<file path="src/rtl/dq_pkg.sv">
package dq_pkg;

    localparam int CAPACITY = 16;
    localparam int IDX_W    = (CAPACITY > 2) ? $clog2(CAPACITY) : 1;
    localparam int CNT_W    = $clog2(CAPACITY + 1);
    localparam int DATA_W   = 32;

    typedef enum logic [2:0] {
        CMD_INS_REAR  = 3'd0,
        CMD_INS_FRONT = 3'd1,
        CMD_REM_FRONT = 3'd2,
        CMD_REM_REAR  = 3'd3,
        CMD_REM_VALUE = 3'd4,
        CMD_LIST      = 3'd5
    } t_cmd;

    typedef enum logic [1:0] {
        ST_OK        = 2'd0,
        ST_EMPTY     = 2'd1,
        ST_NOT_FOUND = 2'd2,
        ST_FULL      = 2'd3
    } t_status;

    typedef enum logic [2:0] {
        S_IDLE,
        S_EXEC,
        S_SEARCH,
        S_SHIFT,
        S_LIST,
        S_EMIT,
        S_EMIT_RD
    } t_state;

    typedef struct packed {
        logic              we;
        logic [IDX_W-1:0]  waddr;
        logic [DATA_W-1:0] wdata;
        logic              re;
        logic [IDX_W-1:0]  raddr;
    } t_ram_req;

    typedef struct packed {
        logic              valid;
        t_status           status;
        logic [DATA_W-1:0] value;
        logic [4:0]        count;
        logic              last;
    } t_emit;

    function automatic logic [IDX_W-1:0] slot(input logic [IDX_W-1:0] head,
                                              input logic [IDX_W-1:0] off);
        logic [IDX_W:0] sum;
        sum = {1'b0, head} + {1'b0, off};
        if (sum >= (IDX_W+1)'(CAPACITY)) begin
            sum = sum - (IDX_W+1)'(CAPACITY);
        end
        return sum[IDX_W-1:0];
    endfunction

endpackage

</file>
<file path="src/rtl/dq_ram.sv">
module dq_ram (
    input  logic                       i_clk,
    input  dq_pkg::t_ram_req           i_req,
    output logic [dq_pkg::DATA_W-1:0]  o_rdata
);

    logic [dq_pkg::DATA_W-1:0] r_mem [dq_pkg::CAPACITY];

    always_ff @(posedge i_clk) begin
        if (i_req.we) begin
            r_mem[i_req.waddr] <= i_req.wdata;
        end
    end

    always_ff @(posedge i_clk) begin
        if (i_req.re) begin
            o_rdata <= r_mem[i_req.raddr];
        end
    end

endmodule

</file>
<file path="src/rtl/dq_ctrl.sv">
module dq_ctrl (
    input  logic                       i_clk,
    input  logic                       i_rst_n,
    input  logic                       i_in_valid,
    output logic                       o_in_stall,
    input  logic [2:0]                 i_command,
    input  logic [dq_pkg::DATA_W-1:0]  i_operand_value,
    input  logic                       i_ready,
    output dq_pkg::t_emit              o_emit,
    output dq_pkg::t_ram_req           o_ram,
    input  logic [dq_pkg::DATA_W-1:0]  i_rdata
);

    dq_pkg::t_state                r_state, n_state;
    dq_pkg::t_cmd                  r_cmd, n_cmd;
    logic [dq_pkg::DATA_W-1:0]     r_val, n_val;
    logic [dq_pkg::IDX_W-1:0]      r_head, n_head;
    logic [dq_pkg::CNT_W-1:0]      r_occ, n_occ;
    logic [dq_pkg::IDX_W-1:0]      r_idx, n_idx;
    dq_pkg::t_status               r_status, n_status;
    logic [dq_pkg::DATA_W-1:0]     r_value, n_value;

    logic [dq_pkg::CNT_W-1:0]      nxt1, nxt2;
    logic [dq_pkg::IDX_W-1:0]      prev_head;
    logic                          full, empty;

    assign nxt1      = dq_pkg::CNT_W'(r_idx) + dq_pkg::CNT_W'(1);
    assign nxt2      = dq_pkg::CNT_W'(r_idx) + dq_pkg::CNT_W'(2);
    assign prev_head = (r_head == '0) ? dq_pkg::IDX_W'(dq_pkg::CAPACITY - 1)
                                      : r_head - dq_pkg::IDX_W'(1);
    assign full      = (r_occ == dq_pkg::CNT_W'(dq_pkg::CAPACITY));
    assign empty     = (r_occ == '0);
    assign o_in_stall = (r_state != dq_pkg::S_IDLE);

    always_ff @(posedge i_clk) begin
        if (!i_rst_n) begin
            r_state <= dq_pkg::S_IDLE;
            r_head  <= '0;
            r_occ   <= '0;
        end else begin
            r_state <= n_state;
            r_head  <= n_head;
            r_occ   <= n_occ;
        end
    end

    always_ff @(posedge i_clk) begin
        r_cmd    <= n_cmd;
        r_val    <= n_val;
        r_idx    <= n_idx;
        r_status <= n_status;
        r_value  <= n_value;
    end

    always_comb begin
        n_state  = r_state;
        n_cmd    = r_cmd;
        n_val    = r_val;
        n_head   = r_head;
        n_occ    = r_occ;
        n_idx    = r_idx;
        n_status = r_status;
        n_value  = r_value;
        o_ram       = '0;
        o_ram.wdata = r_val;
        o_emit       = '0;
        o_emit.count = 5'(r_occ);
        case (r_state)
            dq_pkg::S_IDLE: begin
                if (i_in_valid) begin
                    n_cmd   = dq_pkg::t_cmd'(i_command);
                    n_val   = i_operand_value;
                    n_state = dq_pkg::S_EXEC;
                end
            end
            dq_pkg::S_EXEC: begin
                n_value  = '0;
                n_status = dq_pkg::ST_OK;
                n_state  = dq_pkg::S_EMIT;
                case (r_cmd)
                    dq_pkg::CMD_INS_REAR: begin
                        if (full) begin
                            n_status = dq_pkg::ST_FULL;
                        end else begin
                            o_ram.we    = 1'b1;
                            o_ram.waddr = dq_pkg::slot(r_head, dq_pkg::IDX_W'(r_occ));
                            n_occ       = r_occ + dq_pkg::CNT_W'(1);
                        end
                    end
                    dq_pkg::CMD_INS_FRONT: begin
                        if (full) begin
                            n_status = dq_pkg::ST_FULL;
                        end else begin
                            o_ram.we    = 1'b1;
                            o_ram.waddr = prev_head;
                            n_head      = prev_head;
                            n_occ       = r_occ + dq_pkg::CNT_W'(1);
                        end
                    end
                    dq_pkg::CMD_REM_FRONT: begin
                        if (empty) begin
                            n_status = dq_pkg::ST_EMPTY;
                        end else begin
                            o_ram.re    = 1'b1;
                            o_ram.raddr = r_head;
                            n_head      = dq_pkg::slot(r_head, dq_pkg::IDX_W'(1));
                            n_occ       = r_occ - dq_pkg::CNT_W'(1);
                            n_state     = dq_pkg::S_EMIT_RD;
                        end
                    end
                    dq_pkg::CMD_REM_REAR: begin
                        if (empty) begin
                            n_status = dq_pkg::ST_EMPTY;
                        end else begin
                            o_ram.re    = 1'b1;
                            o_ram.raddr = dq_pkg::slot(r_head,
                                              dq_pkg::IDX_W'(r_occ - dq_pkg::CNT_W'(1)));
                            n_occ       = r_occ - dq_pkg::CNT_W'(1);
                            n_state     = dq_pkg::S_EMIT_RD;
                        end
                    end
                    dq_pkg::CMD_REM_VALUE, dq_pkg::CMD_LIST: begin
                        if (empty) begin
                            n_status = dq_pkg::ST_EMPTY;
                        end else begin
                            o_ram.re    = 1'b1;
                            o_ram.raddr = r_head;
                            n_idx       = '0;
                            n_state     = (r_cmd == dq_pkg::CMD_LIST) ? dq_pkg::S_LIST
                                                                       : dq_pkg::S_SEARCH;
                        end
                    end
                    default: begin
                        n_status = dq_pkg::ST_OK;
                    end
                endcase
            end
            dq_pkg::S_SEARCH: begin
                if (i_rdata == r_val) begin
                    n_value = i_rdata;
                    if (nxt1 < r_occ) begin
                        o_ram.re    = 1'b1;
                        o_ram.raddr = dq_pkg::slot(r_head, dq_pkg::IDX_W'(nxt1));
                        n_state     = dq_pkg::S_SHIFT;
                    end else begin
                        n_occ    = r_occ - dq_pkg::CNT_W'(1);
                        n_status = dq_pkg::ST_OK;
                        n_state  = dq_pkg::S_EMIT;
                    end
                end else if (nxt1 == r_occ) begin
                    n_status = dq_pkg::ST_NOT_FOUND;
                    n_state  = dq_pkg::S_EMIT;
                end else begin
                    o_ram.re    = 1'b1;
                    o_ram.raddr = dq_pkg::slot(r_head, dq_pkg::IDX_W'(nxt1));
                    n_idx       = dq_pkg::IDX_W'(nxt1);
                end
            end
            dq_pkg::S_SHIFT: begin
                o_ram.we    = 1'b1;
                o_ram.waddr = dq_pkg::slot(r_head, r_idx);
                o_ram.wdata = i_rdata;
                if (nxt2 < r_occ) begin
                    o_ram.re    = 1'b1;
                    o_ram.raddr = dq_pkg::slot(r_head, dq_pkg::IDX_W'(nxt2));
                    n_idx       = dq_pkg::IDX_W'(nxt1);
                end else begin
                    n_occ    = r_occ - dq_pkg::CNT_W'(1);
                    n_status = dq_pkg::ST_OK;
                    n_state  = dq_pkg::S_EMIT;
                end
            end
            dq_pkg::S_LIST: begin
                o_emit.valid  = 1'b1;
                o_emit.status = dq_pkg::ST_OK;
                o_emit.value  = i_rdata;
                o_emit.last   = (nxt1 == r_occ);
                if (i_ready) begin
                    if (nxt1 == r_occ) begin
                        n_state = dq_pkg::S_IDLE;
                    end else begin
                        o_ram.re    = 1'b1;
                        o_ram.raddr = dq_pkg::slot(r_head, dq_pkg::IDX_W'(nxt1));
                        n_idx       = dq_pkg::IDX_W'(nxt1);
                    end
                end
            end
            dq_pkg::S_EMIT: begin
                o_emit.valid  = 1'b1;
                o_emit.status = r_status;
                o_emit.value  = r_value;
                o_emit.last   = 1'b1;
                if (i_ready) begin
                    n_state = dq_pkg::S_IDLE;
                end
            end
            dq_pkg::S_EMIT_RD: begin
                o_emit.valid  = 1'b1;
                o_emit.status = dq_pkg::ST_OK;
                o_emit.value  = i_rdata;
                o_emit.last   = 1'b1;
                if (i_ready) begin
                    n_state = dq_pkg::S_IDLE;
                end
            end
            default: begin
                n_state = dq_pkg::S_IDLE;
            end
        endcase
    end

endmodule

</file>
<file path="src/rtl/deque_with_value_removal_core.sv">
// Bounded double-ended queue of signed 32-bit entries held in a single-port-write,
// registered-read RAM of CAPACITY words and walked by a small sequencer. One command
// is taken at a time. Inserts and front or rear removals pass from accept through the
// execute state and an emit state to the output register; a removal by value reads
// entries until a match or the end, moving later ones forward, and a list emits every
// entry, all stretched by any output stall. The one-entry-per-cycle RAM read, held in a
// list while the output stalls, sets the length of every walk. Each command yields one
// beat, or one beat per entry for a list, and its final beat carries last_result.
module deque_with_value_removal_core (
    input  logic                       i_clk,
    input  logic                       i_rst_n,
    input  logic                       i_in_valid,
    output logic                       o_in_stall,
    input  logic [2:0]                 i_command,
    input  logic signed [31:0]         i_operand_value,
    output logic                       o_out_valid,
    input  logic                       i_out_stall,
    output logic [1:0]                 o_status,
    output logic signed [31:0]         o_entry_value,
    output logic [4:0]                 o_entry_count,
    output logic                       o_last_result
);

    dq_pkg::t_emit              emit;
    dq_pkg::t_ram_req           ram_req;
    logic [dq_pkg::DATA_W-1:0]  rdata;
    logic                       emit_ready;

    logic                       r_out_valid;
    logic [1:0]                 r_status;
    logic [31:0]                r_value;
    logic [4:0]                 r_count;
    logic                       r_last;

    assign emit_ready = !r_out_valid || !i_out_stall;

    dq_ctrl u_ctrl (
        .i_clk           (i_clk),
        .i_rst_n         (i_rst_n),
        .i_in_valid      (i_in_valid),
        .o_in_stall      (o_in_stall),
        .i_command       (i_command),
        .i_operand_value (i_operand_value),
        .i_ready         (emit_ready),
        .o_emit          (emit),
        .o_ram           (ram_req),
        .i_rdata         (rdata)
    );

    dq_ram u_ram (
        .i_clk   (i_clk),
        .i_req   (ram_req),
        .o_rdata (rdata)
    );

    always_ff @(posedge i_clk) begin
        if (!i_rst_n) begin
            r_out_valid <= 1'b0;
        end else if (emit_ready) begin
            r_out_valid <= emit.valid;
        end
    end

    always_ff @(posedge i_clk) begin
        if (emit_ready && emit.valid) begin
            r_status <= emit.status;
            r_value  <= emit.value;
            r_count  <= emit.count;
            r_last   <= emit.last;
        end
    end

    assign o_out_valid   = r_out_valid;
    assign o_status      = r_status;
    assign o_entry_value = r_value;
    assign o_entry_count = r_count;
    assign o_last_result = r_last;

    a_busy_after_accept: assert property (@(posedge i_clk) disable iff (!i_rst_n)
        (i_in_valid && !o_in_stall) |=> o_in_stall)
        else $error("Block accepted a command without going busy.");

    a_partial_ok: assert property (@(posedge i_clk) disable iff (!i_rst_n)
        (o_out_valid && !o_last_result) |-> (o_status == dq_pkg::ST_OK))
        else $error("Intermediate list beat carries a non-ok status.");

    a_full_count: assert property (@(posedge i_clk) disable iff (!i_rst_n)
        (o_out_valid && o_status == dq_pkg::ST_FULL)
            |-> (o_entry_count == 5'(dq_pkg::CAPACITY)))
        else $error("Full status reported while the store is not full.");

    a_empty_value: assert property (@(posedge i_clk) disable iff (!i_rst_n)
        (o_out_valid && o_status == dq_pkg::ST_EMPTY)
            |-> (o_entry_count == 5'd0 && o_entry_value == 32'sd0 && o_last_result))
        else $error("Empty status beat is malformed.");

endmodule
</file>
<file path="config.mk">
export PLATFORM = sky130hd
export DESIGN_NAME = deque_with_value_removal_core
export DESIGN_NICKNAME = d
export VERILOG_FILES = /design/src/rtl/dq_pkg.sv /design/src/rtl/dq_ram.sv /design/src/rtl/dq_ctrl.sv /design/src/rtl/deque_with_value_removal_core.sv
export SDC_FILE = /design/constraint.sdc
export NUM_CORES = 1
export LEC_CHECK = 0
export BUFFER_PORTS_ARGS = -buffer_cell sky130_fd_sc_hd__buf_2
export CORE_ASPECT_RATIO = 1.25
export CORE_MARGIN = 1.5
export CORE_UTILIZATION = 50
export DETAILED_ROUTE_END_ITERATION = 16
export PLACE_DENSITY = 0.65
export SLEW_MARGIN = 20
export SYNTH_ARGS = -nofsm -noshare
export SYNTH_HDL_FRONTEND = slang
export SYNTH_HIERARCHICAL = 1
export SYNTH_SLANG_ARGS = --single-unit
</file>
<file path="constraint.sdc">
create_clock -name i_clk -period 14.59 [get_ports i_clk]
set_input_delay 0.7295 -clock i_clk [delete_from_list [all_inputs] [get_ports i_clk]]
set_output_delay 0.7295 -clock i_clk [all_outputs]
set_load 0.1 [all_outputs]
</file>
==> results of run 1 <==
[metrics by stage]
stage	hold slack, ns	instance area, um^2
2_1_floorplan	0.406	27100
3_3_place_gp	0.513	28500
3_5_place_dp	0.531	28500
4_1_cts	0.267	30500
5_1_grt	0.290	30500
6_report	0.294	30500
[logic make-up (layout without fill, tap and decap cells)]
group / count (synthesis) / count (layout) / synth area share (%)
DFF: 670 / 670 / 73.9
and+or+nand+nor: 204 / 204 / 3.90
AOI/OAI and AO/OA: 180 / 180 / 4.80
muxes: 167 / 167 / 12.2
buffers and inverters: 100 / 255 / 1.63
xor gates and xnor gates: 55 / 55 / 1.78
adders and majority gates: 36 / 36 / 1.80
[final timing paths]
path	start	end	slack, ns	cells after the start
setup / recovery	u_ctrl/r_state[1]	u_ram/o_rdata[12]	9.10	12
hold / removal	i_operand_value[14]	u_ctrl/r_val[14]	0.29	1
hold reg to reg	o_out_valid	o_out_valid	0.54	2
setup reg to reg	u_ctrl/r_state[1]	u_ram/o_rdata[12]	9.10	12
[sequential cells by signal (all words and copies together), names as in the netlist, 4 cells and up]
| signal | count |
|---|---|
| u_ctrl/r_value | 32 |
| o_entry_value | 32 |
| u_ctrl/r_head | 4 |
| u_ctrl/r_val | 32 |
| u_ctrl/r_occ | 5 |
| u_ram/o_rdata | 32 |
| u_ram/r_mem | 512 |
| u_ctrl/r_idx | 4 |
| o_entry_count | 5 |
[cells in the final DEF (no fill, tap or decap), types with 4 or more instances in the layout]
cell type                   synthesis  routed
sky130_fd_sc_hd__ha_1              31      31
sky130_fd_sc_hd__or3_1              4       4
sky130_fd_sc_hd__nand2b_1           8       8
sky130_fd_sc_hd__nor2b_1            9       5
sky130_fd_sc_hd__nor4_1             9       9
sky130_fd_sc_hd__buf_4             11      33
sky130_fd_sc_hd__nand3_1           11      10
sky130_fd_sc_hd__a22oi_1           69      69
sky130_fd_sc_hd__nor3_2             0       4
sky130_fd_sc_hd__clkbuf_1          45       9
sky130_fd_sc_hd__nand4_1            4       4
sky130_fd_sc_hd__edfxtp_1         657     657
sky130_fd_sc_hd__inv_6              0       5
sky130_fd_sc_hd__clkbuf_16          0      66
sky130_fd_sc_hd__a21oi_1           25      25
sky130_fd_sc_hd__buf_2              6      80
sky130_fd_sc_hd__nand2_1           56      54
sky130_fd_sc_hd__fa_1               5       5
sky130_fd_sc_hd__dfxtp_1           13      13
sky130_fd_sc_hd__xnor2_1           10      10
sky130_fd_sc_hd__o21ai_0           14      13
sky130_fd_sc_hd__clkinv_1           1      15
sky130_fd_sc_hd__bufinv_16          0       5
sky130_fd_sc_hd__a21o_1             6       6
sky130_fd_sc_hd__nor2_4             0      14
sky130_fd_sc_hd__and3_1            40      40
sky130_fd_sc_hd__nor2_1            38      24
sky130_fd_sc_hd__xor2_1            45      45
sky130_fd_sc_hd__mux2i_1            7       7
sky130_fd_sc_hd__mux4_2           128     128
sky130_fd_sc_hd__a22o_1            32      32
sky130_fd_sc_hd__clkinv_2           0      11
sky130_fd_sc_hd__inv_1             23      23
sky130_fd_sc_hd__o22ai_1            6       6
sky130_fd_sc_hd__mux2_2            32      32
sky130_fd_sc_hd__o211ai_1           5       5
[power by group through the flow]
stage / sequential (W) / clock (W) / combinational, W
after floorplan: 0.00263 / 0 / 0.000851
final: 0.00251 / 0.00164 / 0.00136
after CTS: 0.00251 / 0.00167 / 0.00136
after global placement: 0.00254 / 0 / 0.00134
after global routing: 0.00253 / 0.00174 / 0.00145
after detailed placement: 0.00255 / 0 / 0.00135
[metal layers]
layer / up-vias / global-route usage (%) / part of all wire (%)
met5: - / 0 / 0
met4: 0 / 7.10 / 2.0
met3: 86 / 3.28 / 7.5
met2: 650 / 40.7 / 50
met1: 7515 / 34.7 / 41
li1: 5980 / - / -
[cell type report]
| class | instances | area [um^2] |
|---|---|---|
| flip-flops and latches | 670 | 20000 |
| well taps | 727 | 910 |
| multi-input cells | 642 | 6820 |
| clock inverters | 43 | 390 |
| inverters | 24 | 90.1 |
| clock buffers | 75 | 1690 |
| fillers | 4025 | 23100 |
| repair buffers | 113 | 648 |
[worst reg2reg max path: stages, from the launching register on]
cell	delay, ns
sky130_fd_sc_hd__dfxtp_1	0.54
sky130_fd_sc_hd__nor2b_2	0.21
sky130_fd_sc_hd__buf_4	0.44
sky130_fd_sc_hd__nand2_2	0.09
sky130_fd_sc_hd__buf_4	0.38
sky130_fd_sc_hd__nand4bb_1	0.60
sky130_fd_sc_hd__o22ai_1	0.31
sky130_fd_sc_hd__a31oi_1	0.10
sky130_fd_sc_hd__nand2_4	0.73
sky130_fd_sc_hd__buf_4	0.89
sky130_fd_sc_hd__mux4_2	0.68
sky130_fd_sc_hd__a22oi_1	0.22
sky130_fd_sc_hd__nand2_1	0.07
==> impl_metrics.py, run 1 <==
metrics = {
    "drt": {
        "antenna_violating_nets_post_route": 0,
        "routed-via-count": 14200,
        "remaining_drc_errors": 0,
        "drt-vias-per-instance": 6.20,
        "drtIter0Drc": 1467,
        "postRouteWirelength_um": 67200,
        "detail_route.wl_per_cell_um": 29.3,
        "drt_pre_antenna_iters": 6,
    },
    "grt": {
        "grt_first_pass_wirelength_um": 96800,
        "grt_pass1_vias": 14100,
        "antenna_violations_before_repair": 0,
        "overflow_left_after_global_routing": 0,
        "grt_max_degree": 75,
        "grt_usage_pct": 24.7,
    },
    "placed_design": {
        "numPortBuffers": 80,
        "dp_cells": 2176,
        "gp_routability_congestion": 0.917,
        "preCtsSetupSlack_ns": 9.11,
        "post-dp-hpwl_um": 36900,
    },
    "synth": {
        "synthDominantAreaCellType": "sky130_fd_sc_hd__edfxtp_1",
        "seq_total_area_yosys_pct": 73.9,
        "synth_commonest_cells": "sky130_fd_sc_hd__edfxtp_1 (657), sky130_fd_sc_hd__mux4_2 (128), sky130_fd_sc_hd__a22oi_1 (69)",
        "yosys.cell_count.top_type": "sky130_fd_sc_hd__edfxtp_1",
        "synth_warnings": 6,
        "synth_edf_count": 657,
        "post-synth-top-area-fraction_pct": 72.9,
        "yosys_register_bits": 670,
        "synthesized_netlist_net_count": 1487,
        "synth_area_um2": 27100,
        "ys.flop_type": "sky130_fd_sc_hd__edfxtp_1",
        "synth_area_per_cell_um2": 19.2,
        "number_of_unique_standard_cell_types_used_by_synthesis": 58,
        "synth_async_sr_flop_share_pct": 0,
        "netlist_instances": 1412,
        "synth_top_cells_by_area": "sky130_fd_sc_hd__edfxtp_1 (73%), sky130_fd_sc_hd__mux4_2 (11%), sky130_fd_sc_hd__a22oi_1 (1.9%)",
    },
    "floorplan": {
        "rows": 95,
        "placeableCoreArea_um2": 53600,
        "die_h_um": 263,
        "effective_utilization_at_floorplan_pct": 50.5,
        "area_enclosed_by_the_die_boundary_um2": 55500,
        "design.portCount": 81,
        "fp.dieW_um": 211,
    },
    "timing": {
        "setup_repair_after_global_routing_missed_its_margin": "no",
        "post-route-worst-setup-slack_ns": 9.10,
        "timing.max_slew.rel_slack_pct": 23.1,
        "timing.setup.tns_ns": 0,
        "timing_max_transition_violations_final": 0,
        "clock-skew-final_ns": 0.0322,
        "final_hold_viol_count": 0,
        "setup_viol": 0,
        "fin_crit_sh_pct": 37.6,
        "maxClockFrequency_ghz": 0.182,
        "worst-slew-pin-transition_ns": 1.15,
        "post-route-min-period_ns": 5.49,
    },
    "power": {
        "max-vdd-ir-drop_uv": 111,
        "p_clk_share_pct": 29.8,
        "switching_share_pct": 31.5,
        "switching_power_w": 0.00174,
        "power.share.sequential_pct": 45.6,
        "power_report.internal_total_w": 0.00377,
        "p_per_area_nw_per_um2": 180,
        "leakagePower_nw": 10.0,
        "power_frac_comb_pct": 24.6,
        "power_w": 0.00551,
    },
    "worst_setup_path": {
        "cpMaxStageDelayCell": "sky130_fd_sc_hd__buf_4",
        "worst-path-buf-inv": 3,
        "criticalPathCategory": "flip-flop to flip-flop",
        "cpLargestDelayFamily": "buffers and inverters",
        "arrival_ns": 5.85,
        "max_stage_delay_ns": 0.88,
        "cp_cell_sequence": "nor2b_2 -> buf_4 -> nand2_2 -> buf_4 -> nand4bb_1 -> o22ai_1 -> a31oi_1 -> nand2_4 -> buf_4 -> mux4_2 -> a22oi_1 -> nand2_1",
        "critical-path-top-cell-by-count": "sky130_fd_sc_hd__buf_4",
        "timing.critical_path.required_ns": 14.95,
        "cp-end-kind": "flip-flop",
        "crit_path_max_fanout": 48,
        "start_kind": "flip-flop",
    },
    "finish": {
        "flow.area_growth_from_synthesis_pct": 12.8,
        "diodes": 0,
        "fin_util_pct": 57.0,
        "fin_cells": 2294,
        "finalNetCount": 1592,
        "drive_above_1_share_pct": 25.8,
    },
    "job": {
        "max-cap-violations": 0,
    },
    "clocking": {
        "cts_buffers": 66,
        "post-cts-setup-buffers": 0,
        "ctsResizeCount": 0,
        "clock_tree.htree_level_count": 3,
        "clk_transition_reported_paths_ns": 0.06,
        "cts_root_buf": "sky130_fd_sc_hd__clkbuf_16",
        "clk_buf_depth": 3,
        "cts_tree": "done",
        "clock_latency_ns": 0.61,
        "numClockSinks": 670,
        "cts-hold-fix-buffers": 0,
    },
    "outcome": {
        "run_status": "finished, final reports clean",
    },
    "min_path": {
        "hold_class": "input port to flip-flop",
    },
}
Note: power is estimated with default switching activity, not from simulation.
==> run 2: changes to the inputs <==
--- a/config.mk
+++ b/config.mk
@@ -10,7 +10,7 @@
 export CORE_MARGIN = 1.5
 export CORE_UTILIZATION = 50
 export DETAILED_ROUTE_END_ITERATION = 16
-export PLACE_DENSITY = 0.65
+export PLACE_DENSITY = 0.68
 export SLEW_MARGIN = 20
 export SYNTH_ARGS = -nofsm -noshare
 export SYNTH_HDL_FRONTEND = slang
==> constraint.sdc (replaced) <==
create_clock -name i_clk -period 4.5 [get_ports i_clk]
set_input_delay 0.225 -clock i_clk [delete_from_list [all_inputs] [get_ports i_clk]]
set_output_delay 0.225 -clock i_clk [all_outputs]
set_load 0.1 [all_outputs]
==> impl_metrics.py, run 2 (same netlist as run 1, synthesis figures left out) <==
metrics = {
    "outcome": {
        "run_status": "finished, final reports clean",
    },
    "drt": {
        "postRouteWirelength_um": 66600,
        "remaining_drc_errors": 0,
        "routed-via-count": 14500,
        "detail_route.wl_per_cell_um": 28.3,
        "drtIter0Drc": 1477,
        "drt_pre_antenna_iters": 5,
        "antenna_violating_nets_post_route": 0,
        "drt-vias-per-instance": 6.15,
    },
    "timing": {
        "timing_max_transition_violations_final": 0,
        "timing.setup.tns_ns": 0,
        "maxClockFrequency_ghz": 0.236,
        "setup_repair_after_global_routing_missed_its_margin": "no",
        "timing.max_slew.rel_slack_pct": 26.3,
        "setup_viol": 0,
        "fin_crit_sh_pct": 94.3,
        "worst-slew-pin-transition_ns": 1.10,
        "final_hold_viol_count": 0,
        "finalHoldWorstSlack_ns": 0.153,
        "clock-skew-final_ns": 0.0208,
        "post-route-min-period_ns": 4.24,
    },
    "worst_setup_path": {
        "crit_path_max_fanout": 11,
        "cp-end-kind": "flip-flop",
        "start_kind": "flip-flop",
        "arrival_ns": 4.62,
        "criticalPathCategory": "flip-flop to flip-flop",
        "timing.critical_path.required_ns": 4.88,
    },
    "floorplan": {
        "design.portCount": 81,
        "die_h_um": 263,
        "rows": 95,
        "placeableCoreArea_um2": 53600,
        "area_enclosed_by_the_die_boundary_um2": 55500,
        "fp.dieW_um": 211,
        "effective_utilization_at_floorplan_pct": 50.5,
    },
    "power": {
        "leakagePower_nw": 10.3,
        "max-vdd-ir-drop_uv": 376,
        "p_per_area_nw_per_um2": 583,
    },
    "finish": {
        "mostFrequentLayoutCell": "sky130_fd_sc_hd__edfxtp_1",
        "regMostFlops": "u_ram/r_mem",
        "finalNetCount": 1648,
        "largest_register_ff_count": 512,
        "flow.area_growth_from_synthesis_pct": 16.0,
        "drive_above_1_share_pct": 25.8,
        "diodes": 0,
        "most_frequent_cells_in_the_layout": "sky130_fd_sc_hd__edfxtp_1 (657), sky130_fd_sc_hd__mux4_2 (128), sky130_fd_sc_hd__buf_2 (80)",
        "fin_util_pct": 58.6,
    },
    "grt": {
        "antenna_violations_before_repair": 1,
        "grt_usage_pct": 24.4,
        "grt_first_pass_wirelength_um": 97200,
        "grt_max_degree": 36,
        "grt_pass1_vias": 14600,
        "overflow_left_after_global_routing": 0,
    },
    "clocking": {
        "cts_root_buf": "sky130_fd_sc_hd__clkbuf_16",
        "clock_latency_ns": 0.64,
        "post-cts-setup-buffers": 0,
        "clock_tree.htree_level_count": 2,
        "cts_tree": "done",
        "cts_buffers": 61,
        "ctsResizeCount": 0,
        "cts-hold-fix-buffers": 38,
        "clk_transition_reported_paths_ns": 0.06,
        "numClockSinks": 670,
        "clk_buf_depth": 3,
    },
    "placed_design": {
        "numPortBuffers": 80,
        "gp_routability_congestion": 0.863,
        "post-dp-hpwl_um": 37900,
    },
    "job": {
        "max-cap-violations": 0,
    },
    "min_path": {
        "hold_class": "input port to flip-flop",
    },
}
-- run 2: cell count changes in the layout (fill, tap and decap cells not counted), sizes merged, moves of 4 or more --
cell and delta:
buf +23, dlygate4sd3 +38, inv -4, clkinv -11, bufinv +8
-- run 2: through the flow --
step                      worst slack, ns  cell area, um^2  cells  power (W)
after floorplan                    0.0252            27100   1412     0.0113
after global placement              0.523            28900   2199     0.0128
after detailed placement            0.415            28900   2199     0.0129
after CTS                           0.405            31400   2352     0.0184
after global routing               0.0848            31400   2352     0.0190
final                               0.259            31400   2352     0.0183
-- run 2: metal layers --
metal | vias to the layer above | global-route usage [%] | wire length, um
li1 | 6077 | - | -
met5 | - | 0 | 13
met1 | 7625 | 33.7 | 26800
met4 | 2 | 8.51 | 2200
met3 | 121 | 4.20 | 4790
met2 | 630 | 39.5 | 32800
-- run 2: worst max-delay path, stage by stage, from the launching register on --
cell                       delay (ns)
sky130_fd_sc_hd__edfxtp_1        0.47
sky130_fd_sc_hd__xor2_1          0.22
sky130_fd_sc_hd__nor4_1          0.48
sky130_fd_sc_hd__nand4_1         0.38
sky130_fd_sc_hd__nor4_2          0.65
sky130_fd_sc_hd__a22oi_1         0.27
sky130_fd_sc_hd__o21ai_4         0.53
sky130_fd_sc_hd__buf_4           0.33
sky130_fd_sc_hd__mux4_2          0.33
sky130_fd_sc_hd__a22oi_1         0.22
sky130_fd_sc_hd__nand2_1         0.09
-- run 2: final timing paths --
path | cells past startpoint | startpoint | end | slack [ns]
min reg2reg | 1 | u_ctrl/r_value[8] | o_entry_value[8] | 0.55
max reg2reg | 10 | u_ram/o_rdata[21] | u_ram/o_rdata[29] | 0.26
max | 10 | u_ram/o_rdata[21] | u_ram/o_rdata[29] | 0.26
min | 4 | i_in_valid | u_ctrl/r_state[1] | 0.15
-- run 2: layout make-up --
class | instances | area (um^2)
clock buffers | 77 | 1590
clock inverters | 38 | 564
fillers | 3936 | 22200
inverters | 24 | 90.1
multi-input cells | 642 | 6840
flip-flops and latches | 670 | 20000
well taps | 727 | 910
repair buffers | 174 | 1430
-- run 2: report_power, final --
part / switching, W / internal, W / total [W] / leakage [nW]
Sequential: 0.000369 / 0.00775 / 0.00812 / 6.08
Clock: 0.00227 / 0.00325 / 0.00552 / 1.02
Combinational: 0.00303 / 0.00163 / 0.00466 / 3.24
Total: 0.00567 / 0.0126 / 0.0183 / 10.3
